===== config.mk =====
export PLATFORM = sky130hd
export DESIGN_NAME = fcd_judge
export DESIGN_NICKNAME = d
export VERILOG_FILES = /design/src/sv/fcd_pkg.sv /design/src/sv/fcd_judge.sv
export SDC_FILE = /design/constraint.sdc
export NUM_CORES = 1
export LEC_CHECK = 0
export BUFFER_PORTS_ARGS = -buffer_cell sky130_fd_sc_hd__buf_4
export CAP_MARGIN = 20
export CORE_MARGIN = 2
export CORE_UTILIZATION = 44
export DETAILED_ROUTE_END_ITERATION = 10
export PLACE_DENSITY_LB_ADDON = 0.1
export RECOVER_POWER = 25
export SLEW_MARGIN = 20
export SYNTH_ARGS = -nofsm -noshare
export SYNTH_HDL_FRONTEND = slang
export SYNTH_SLANG_ARGS = --single-unit
export TNS_END_PERCENT = 100

===== constraint.sdc =====
create_clock -name clk -period 4.8 [get_ports clk]
set_input_delay 0.72 -clock clk [delete_from_list [all_inputs] [get_ports clk]]
set_output_delay 0.72 -clock clk [all_outputs]
set_load 0.01 [all_outputs]

===== src/sv/fcd_pkg.sv =====
// Shared types and constants for the frame change detector.
`timescale 1ns / 1ps
`default_nettype none

package fcd_pkg;

  localparam int MAX_PIXELS = 65536;

  localparam int PIX_W     = 24;
  localparam int SRC_W     = 16;
  localparam int SIDE_W    = 13;
  localparam int COUNT_W   = 17;
  localparam int CFG_IDX_W = 1;

  // Stream tdata widths, padded to whole bytes, and the tuser width
  localparam int IN_TDATA_W  = 56;
  localparam int OUT_TDATA_W = 24;
  localparam int OUT_TUSER_W = 3;

  localparam logic [COUNT_W-1:0] COUNT_LIMIT     = '1;
  localparam logic [COUNT_W-1:0] THRESHOLD_RESET = COUNT_W'(32);

  typedef enum logic [CFG_IDX_W-1:0] {
    REG_CHANGE_THRESHOLD = 1'b0,
    REG_WHOLE_SCREEN     = 1'b1
  } cfg_reg_t;

  // Pixel in flight between the store read and the compare
  typedef struct packed {
    logic              cmp_en;
    logic              last;
    logic              switched;
    logic              size_same;
    logic              too_large;
    logic [PIX_W-1:0]  pixel;
    logic [SRC_W-1:0]  source;
    logic [SIDE_W-1:0] width;
    logic [SIDE_W-1:0] height;
  } stage_t;

  // Frame verdict handed back to the reference state
  typedef struct packed {
    logic done;
    logic changed;
  } judge_t;

endpackage

`default_nettype wire


===== src/sv/fcd_judge.sv =====
// Difference counter, frame verdict and result register.
`timescale 1ns / 1ps
`default_nettype none

module fcd_judge (
  input  wire logic                              clk,
  input  wire logic                              rst,
  input  wire logic                              s1_valid,
  input  wire fcd_pkg::stage_t                   stage,
  input  wire logic [fcd_pkg::PIX_W-1:0]         rd_data,
  input  wire logic [fcd_pkg::COUNT_W-1:0]       threshold,
  output fcd_pkg::judge_t                        jd,
  output logic                                   m_tvalid,
  input  wire logic                              m_tready,
  output logic [fcd_pkg::OUT_TDATA_W-1:0]        m_tdata,
  output logic [fcd_pkg::OUT_TUSER_W-1:0]        m_tuser
);

  logic [fcd_pkg::COUNT_W-1:0] count;
  logic [fcd_pkg::COUNT_W-1:0] count_now;
  logic                        inc;
  logic [fcd_pkg::COUNT_W-1:0] diff;
  logic                        changed_q;
  logic                        switched_q;
  logic                        too_large_q;

  always_comb begin
    inc = stage.cmp_en && (stage.pixel != rd_data) && (count != fcd_pkg::COUNT_LIMIT);
    count_now  = count + fcd_pkg::COUNT_W'(inc);
    jd.done    = s1_valid && stage.last && (!m_tvalid || m_tready);
    jd.changed = stage.switched || !stage.size_same || (count_now >= threshold);
  end

  always_ff @(posedge clk) begin
    if (rst) begin
      count <= '0;
    end else if (jd.done) begin
      count <= '0;
    end else if (s1_valid && !stage.last) begin
      count <= count_now;
    end
  end

  always_ff @(posedge clk) begin
    if (rst) begin
      m_tvalid <= 1'b0;
    end else if (jd.done) begin
      m_tvalid <= 1'b1;
    end else if (m_tready) begin
      m_tvalid <= 1'b0;
    end
  end

  always_ff @(posedge clk) begin
    if (jd.done) begin
      diff        <= count_now;
      changed_q   <= jd.changed;
      switched_q  <= stage.switched;
      too_large_q <= stage.too_large;
    end
  end

  assign m_tdata = {{(fcd_pkg::OUT_TDATA_W - fcd_pkg::COUNT_W){1'b0}}, diff};
  assign m_tuser = {too_large_q, switched_q, changed_q};

endmodule

`default_nettype wire


==> impl_metrics.json, run 1 <==
{
  "status": "complete, no violations",
  "cap_violations": 0,
  "crit-reg2reg-launch": "count[10]",
  "ff_latch_area_um2": 961,
  "num_vias": 2088,
  "num_antenna_cells": 0,
  "die-area_um2": 6270,
  "tightestPinTransition_ns": 0.668,
  "max_freq_mhz": 219,
  "irDropWorstVdd_v": 0.000110,
  "grt_overflow": 0,
  "timing.final.ws_setup_ns": 0.231,
  "yosysTopAreaCellShare_pct": 24.1,
  "synthToLayoutAreaGrowth_pct": 31.3,
  "initial_utilization_pct": 45.5,
  "antenna_found_initial": 0,
  "grt_pass1_wl_um": 8380,
  "grt_use_total_pct": 16.7,
  "route.detailed.drc": 0,
  "setup_viol": 0,
  "rows": 27,
  "fp.coreArea_um2": 5470,
  "drt-wirelength-per-cell_um": 12.0,
  "worst-endpoint-required_ns": 4.08,
  "synth_cell_type_count": 42,
  "reg2reg_depth": 15,
  "hold-path-cell-count": 2,
  "rr_endpoint": "changed_q",
  "reg2reg_setup_slack_ns": 1.21,
  "synth_common_cells": "36 x xor2_1, 20 x edfxtp_1, 19 x ha_1, 18 x dfxtp_1, 18 x inv_1",
  "drv_slew": 0,
  "io_pins": 146,
  "cp_max_fo": 5,
  "syn_avg_cell_area_um2": 9.68,
  "clk_pin_slew_worst_paths_ns": 0.07,
  "dp_slack_ns": 0.169,
  "gp_congestion": 0.782,
  "ant_nets": 0,
  "cts_buffers": 5,
  "cts_sinks": 38,
  "yosys_warnings": 0,
  "critPathArrivalTime_ns": 3.85,
  "die_h_um": 79.2,
  "hold_class": "register to register",
  "ys.flop_type": "edfxtp_1",
  "synth-seq-cells": 38,
  "cts_hold_buf": 0,
  "startpoint_type": "input pin",
  "async_flop_share_pct": 0,
  "ys_seq_area_share_pct": 38.6,
  "drive_above_1_share_pct": 29.3,
  "post-dp-hpwl_um": 4120,
  "fin_cells": 423,
  "hp-start": "count[0]",
  "min_to": "count[0]",
  "worstSetupPathType": "input pin to output port",
  "wirelength_um": 5060,
  "whs_ns": 0.491,
  "synth_edf_count": 20,
  "leakage_nw": 1.46,
  "multi_input_area_um2": 1350,
  "syn_inst": 257,
  "fillers": 517,
  "die_w_um": 79.2,
  "yosysTopAreaCell": "edfxtp_1",
  "grt_max_degree": 18,
  "cts_max_level": 2,
  "drtIter0Drc": 55,
  "drt-pass1-iter-count": 4,
  "syn_area_um2": 2490,
  "worstSetupEndpointType": "output port",
  "cts_tree": "done",
  "max_slew_margin_pct": 55.3,
  "avgViaCountPerCell": 4.94,
  "tns_ns": 0,
  "finalClockSkew_ns": 0.00695,
  "fin_nets": 485,
  "yosys-top-cells-area": "edfxtp_1 24%, dfxtp_1 14%, xor2_1 13%",
  "hold_violations": 0,
  "rsz0062_at_grt": "no",
  "cts_max_path_buffers": 2,
  "post-route-period-util_pct": 95.2,
  "placed_cells": 415,
  "grt_pass1_vias": 1920,
  "power_density_nw_per_um2": 213,
  "post-route-min-period_ns": 4.57,
  "synth.most_common_cell": "xor2_1",
  "root_buffer": "clkbuf_8",
  "worstSkewPairLatency_ns": 0.28,
  "io_buffers": 96
}
## where the power goes
part           internal (mW)  total [mW]  switching, mW
registers              0.350       0.352        0.00229
clock network          0.129       0.234          0.105
logic                 0.0624       0.110         0.0475
total                  0.541       0.695          0.155
## stage by stage
stage                     total power, mW  instance area (µm²)  util [%]
after floorplan                     0.410                 2510         -
after global placement              0.472                 3210      58.6
after detailed placement            0.474                 3210      58.6
after CTS                           0.707                 3310      60.5
after global routing                0.730                 3270      59.7
final                               0.695                 3270      59.7
## final cells by class
cell class / instances / area share [%]
tap: 72 / 2.76
clock buffer: 7 / 2.95
multi-input combinational: 187 / 41.2
clock inverter: 1 / 0.115
inverter: 18 / 2.07
timing repair buffer: 100 / 21.5
sequential: 38 / 29.4
## critical path, cell delays in order
cell and delay, ns:
buf_4 0.11, xor2_1 0.15, nor4_1 0.29, nand4_1 0.16
o211a_1 0.24, ha_1 0.22, ha_1 0.24, nand3_2 0.14
or2_4 0.17, nor2_1 0.06, xor2_1 0.21, ha_1 0.29
a21o_1 0.16, a21oi_1 0.14, o21ai_0 0.10, a211o_1 0.30
buf_4 0.15
## layer usage
metal  up-vias  share of wire (%)  GRT usage, %
met2        91                 46          27.9
met3         4                8.9          5.00
met5         -                  0             0
li1       1065                  -             -
met4         0               0.53          3.62
met1       928                 44          21.5
## cell families (layout without fill, tap and decap cells)
| logic type | after synthesis | count (layout) | synth area share [%] |
|---|---|---|---|
| DFF | 38 | 38 | 38.6 |
| buffers and inverters | 38 | 126 | 8.50 |
| AOI/OAI and AO/OA | 30 | 30 | 7.39 |
| xor gates and xnor gates | 48 | 48 | 16.9 |
| and+or+nand+nor | 83 | 83 | 18.9 |
| other | 1 | 7 | 0.151 |
| adders and majority gates | 19 | 19 | 9.56 |
## how the worst max path moves through the flow
stage,start,endpoint,cells after the start
finish,rd_data[0],jd[0],17
global placement,rd_data[15],jd[0],17
floorplan,rd_data[23],jd[0],16
global route,rd_data[0],jd[0],16
CTS,rd_data[20],jd[0],17
detailed placement,rd_data[15],jd[0],17
## placed cells by master, fill, tap and decap left out, drive strengths merged, types with 3 or more instances in the layout
cell type,Yosys,layout
or3,5,5
nor3,3,3
a21oi,14,14
nand2,15,15
clkbuf,7,23
conb,1,7
nand4,12,12
xnor2,12,12
edfxtp,20,20
nor2,17,17
buf,13,84
dfxtp,18,18
inv,18,18
ha,19,19
nand3,6,6
nand2b,3,3
xor2,36,36
nor4,8,8
o21ai,5,5
and4,5,5
## state kept, by name, summed over array words and instances, names as in the netlist
| name | count |
|---|---|
| count | 17 |
| diff | 17 |
| changed_q | 1 |
| m_tvalid | 1 |
| switched_q | 1 |
| too_large_q | 1 |
## timing repair
item,CTS,global route
buffers inserted,0,0
resized for setup,0,2
setup endpoints to repair,0,1
No activity file was read; power rests on OpenSTA's default activity.
==> inputs of run 2 (changes only) <==
Settings changed: CAP_MARGIN 20 to 10, CORE_UTILIZATION 44 to 45, CTS_BUF_LIST from default to sky130_fd_sc_hd__clkbuf_4 sky130_fd_sc_hd__clkbuf_8.
==> run 2 against run 1 <==
Effect of this change: cell count is the same; sequential power is essentially flat; non-clock buffer count is the same; critical endpoint unchanged.
==> impl_metrics.json, run 2 (same netlist as run 1, synthesis figures left out) <==
{
  "grt_use_total_pct": 16.9,
  "post-route-period-util_pct": 95.0,
  "rr_endpoint": "changed_q",
  "root_buffer": "clkbuf_8",
  "cp_slowest_stage_delay_ns": 0.31,
  "comb_power_share_pct": 15.9,
  "cp_cell_sequence": "buf_4 > xor2_1 > nor4_1 > nand4_1 > o211a_1 > ha_1 > ha_1 > nand3_2 > or2_4 > nor2_1 > xor2_1 > ha_1 > a21o_1 > a21oi_1 > o21ai_0 > a211o_1 > buf_4",
  "worstSetupPathType": "input pin to output port",
  "irDropWorstVdd_v": 0.000137,
  "cts_max_path_buffers": 2,
  "startpoint_type": "input pin",
  "rows": 27,
  "cts_sinks": 38,
  "switching_share_pct": 22.5,
  "max_freq_mhz": 219,
  "post-dp-hpwl_um": 4240,
  "drt-wirelength-per-cell_um": 12.2,
  "mostFrequentLayoutCell": "buf_4",
  "tns_ns": 0,
  "min_to": "count[0]",
  "leakage_nw": 1.46,
  "worstSetupEndpointType": "output port",
  "critPathArrivalTime_ns": 3.84,
  "wirelength_um": 5160,
  "hold_class": "register to register",
  "cell_internal_pwr_uw": 533,
  "die_w_um": 78.3,
  "reg2reg_setup_slack_ns": 1.21,
  "tightestPinTransition_ns": 0.821,
  "power_switching_uw": 155,
  "drt-pass1-iter-count": 4,
  "cts_hold_buf": 0,
  "die-area_um2": 6140,
  "reg.largest.list": "count: 17 flops, diff: 17 flops",
  "fp.coreArea_um2": 5410,
  "power_density_nw_per_um2": 211,
  "drv_slew": 0,
  "ant_nets": 0,
  "avgViaCountPerCell": 4.93,
  "max_slew_margin_pct": 45.1,
  "finalClockSkew_ns": 0.00769,
  "crit-reg2reg-launch": "count[10]",
  "cap_violations": 0,
  "setup_viol": 0,
  "rsz0062_at_grt": "no",
  "layout_common_cells": "85 x buf_4, 36 x xor2_1, 20 x edfxtp_1",
  "hp-start": "count[0]",
  "synthToLayoutAreaGrowth_pct": 30.9,
  "grt_pass1_wl_um": 8450,
  "hold-path-cell-count": 2,
  "reg2reg_depth": 15,
  "status": "complete, no violations",
  "grt_max_degree": 18,
  "fin_nets": 485,
  "num_vias": 2085,
  "gp_congestion": 0.770,
  "grt_pass1_vias": 2004,
  "io_buffers": 96,
  "total_power_uw": 688,
  "pwr-share-clk_pct": 33.0,
  "worst-endpoint-required_ns": 4.08,
  "io_pins": 146,
  "drtIter0Drc": 41,
  "drive_above_1_share_pct": 29.3,
  "slowest_stage": "nor4_1",
  "crit_top_cell": "ha_1",
  "route.detailed.drc": 0,
  "grt_overflow": 0,
  "postCtsSetupBuffers": 0,
  "worstSkewPairLatency_ns": 0.29,
  "die_h_um": 78.3,
  "cts_buffers": 5,
  "initial_utilization_pct": 46.0,
  "cts_tree": "done",
  "num_antenna_cells": 0,
  "post-route-min-period_ns": 4.56,
  "cts_max_level": 2,
  "seq_power_share_pct": 51.1,
  "hold_violations": 0,
  "antenna_found_initial": 0,
  "cp_max_fo": 6,
  "clk_pin_slew_worst_paths_ns": 0.07,
  "cts_resized": 0
}
## run 2: worst max-delay path by stage
stage / start / to / slack, ns / cells after the start
global placement: rd_data[20] / jd[0] / 0.18 / 16
finish: rd_data[10] / jd[0] / 0.24 / 17
global route: rd_data[10] / jd[0] / 0.007 / 16
CTS: rd_data[15] / jd[0] / 0.16 / 16
detailed placement: rd_data[15] / jd[0] / 0.18 / 17
floorplan: rd_data[23] / jd[0] / 0.63 / 16
## run 2: area by class of cell
cell class,count,area (µm²)
fillers,496,2150
multi-input cells,187,1340
well taps,72,90.1
flip-flops and latches,38,961
clock buffers,7,90.1
inverters,18,67.6
clock inverters,1,5.00
repair buffers,100,702
## run 2: metal layers
| layer | up-vias | global-route usage, % | routed length [µm] |
|---|---|---|---|
| met2 | 73 | 30.1 | 2500 |
| met1 | 939 | 21.1 | 2250 |
| met4 | 0 | 2.46 | 28 |
| li1 | 1067 | - | - |
| met5 | - | 0 | 0 |
| met3 | 6 | 4.37 | 378 |
## run 2: worst max-delay path: cells and delay by family
family,cells,cell delay [ns]
buf+inv,2,0.26
xor+xnor,2,0.35
compound gates,5,0.92
simple gates,5,0.84
fa+ha+maj,3,0.75
## run 2: power by group through the flow
stage	registers, mW	clock network (mW)	logic (mW)
detailed placement	0.359	0	0.114
floorplan	0.363	0	0.0465
CTS	0.352	0.234	0.115
finish	0.352	0.227	0.109
global route	0.352	0.243	0.121
global placement	0.359	0	0.112
## run 2: stage by stage
stage,worst slack [ns],util (%),hold slack (ns),cell area [µm²],cells
2_1_floorplan,0.632,-,0.451,2510,263
3_3_place_gp,0.182,59.4,0.470,3210,415
3_5_place_dp,0.175,59.4,0.474,3210,415
4_1_cts,0.164,61.1,0.485,3300,423
5_1_grt,0.00655,60.2,0.530,3260,423
6_report,0.240,60.2,0.485,3260,423
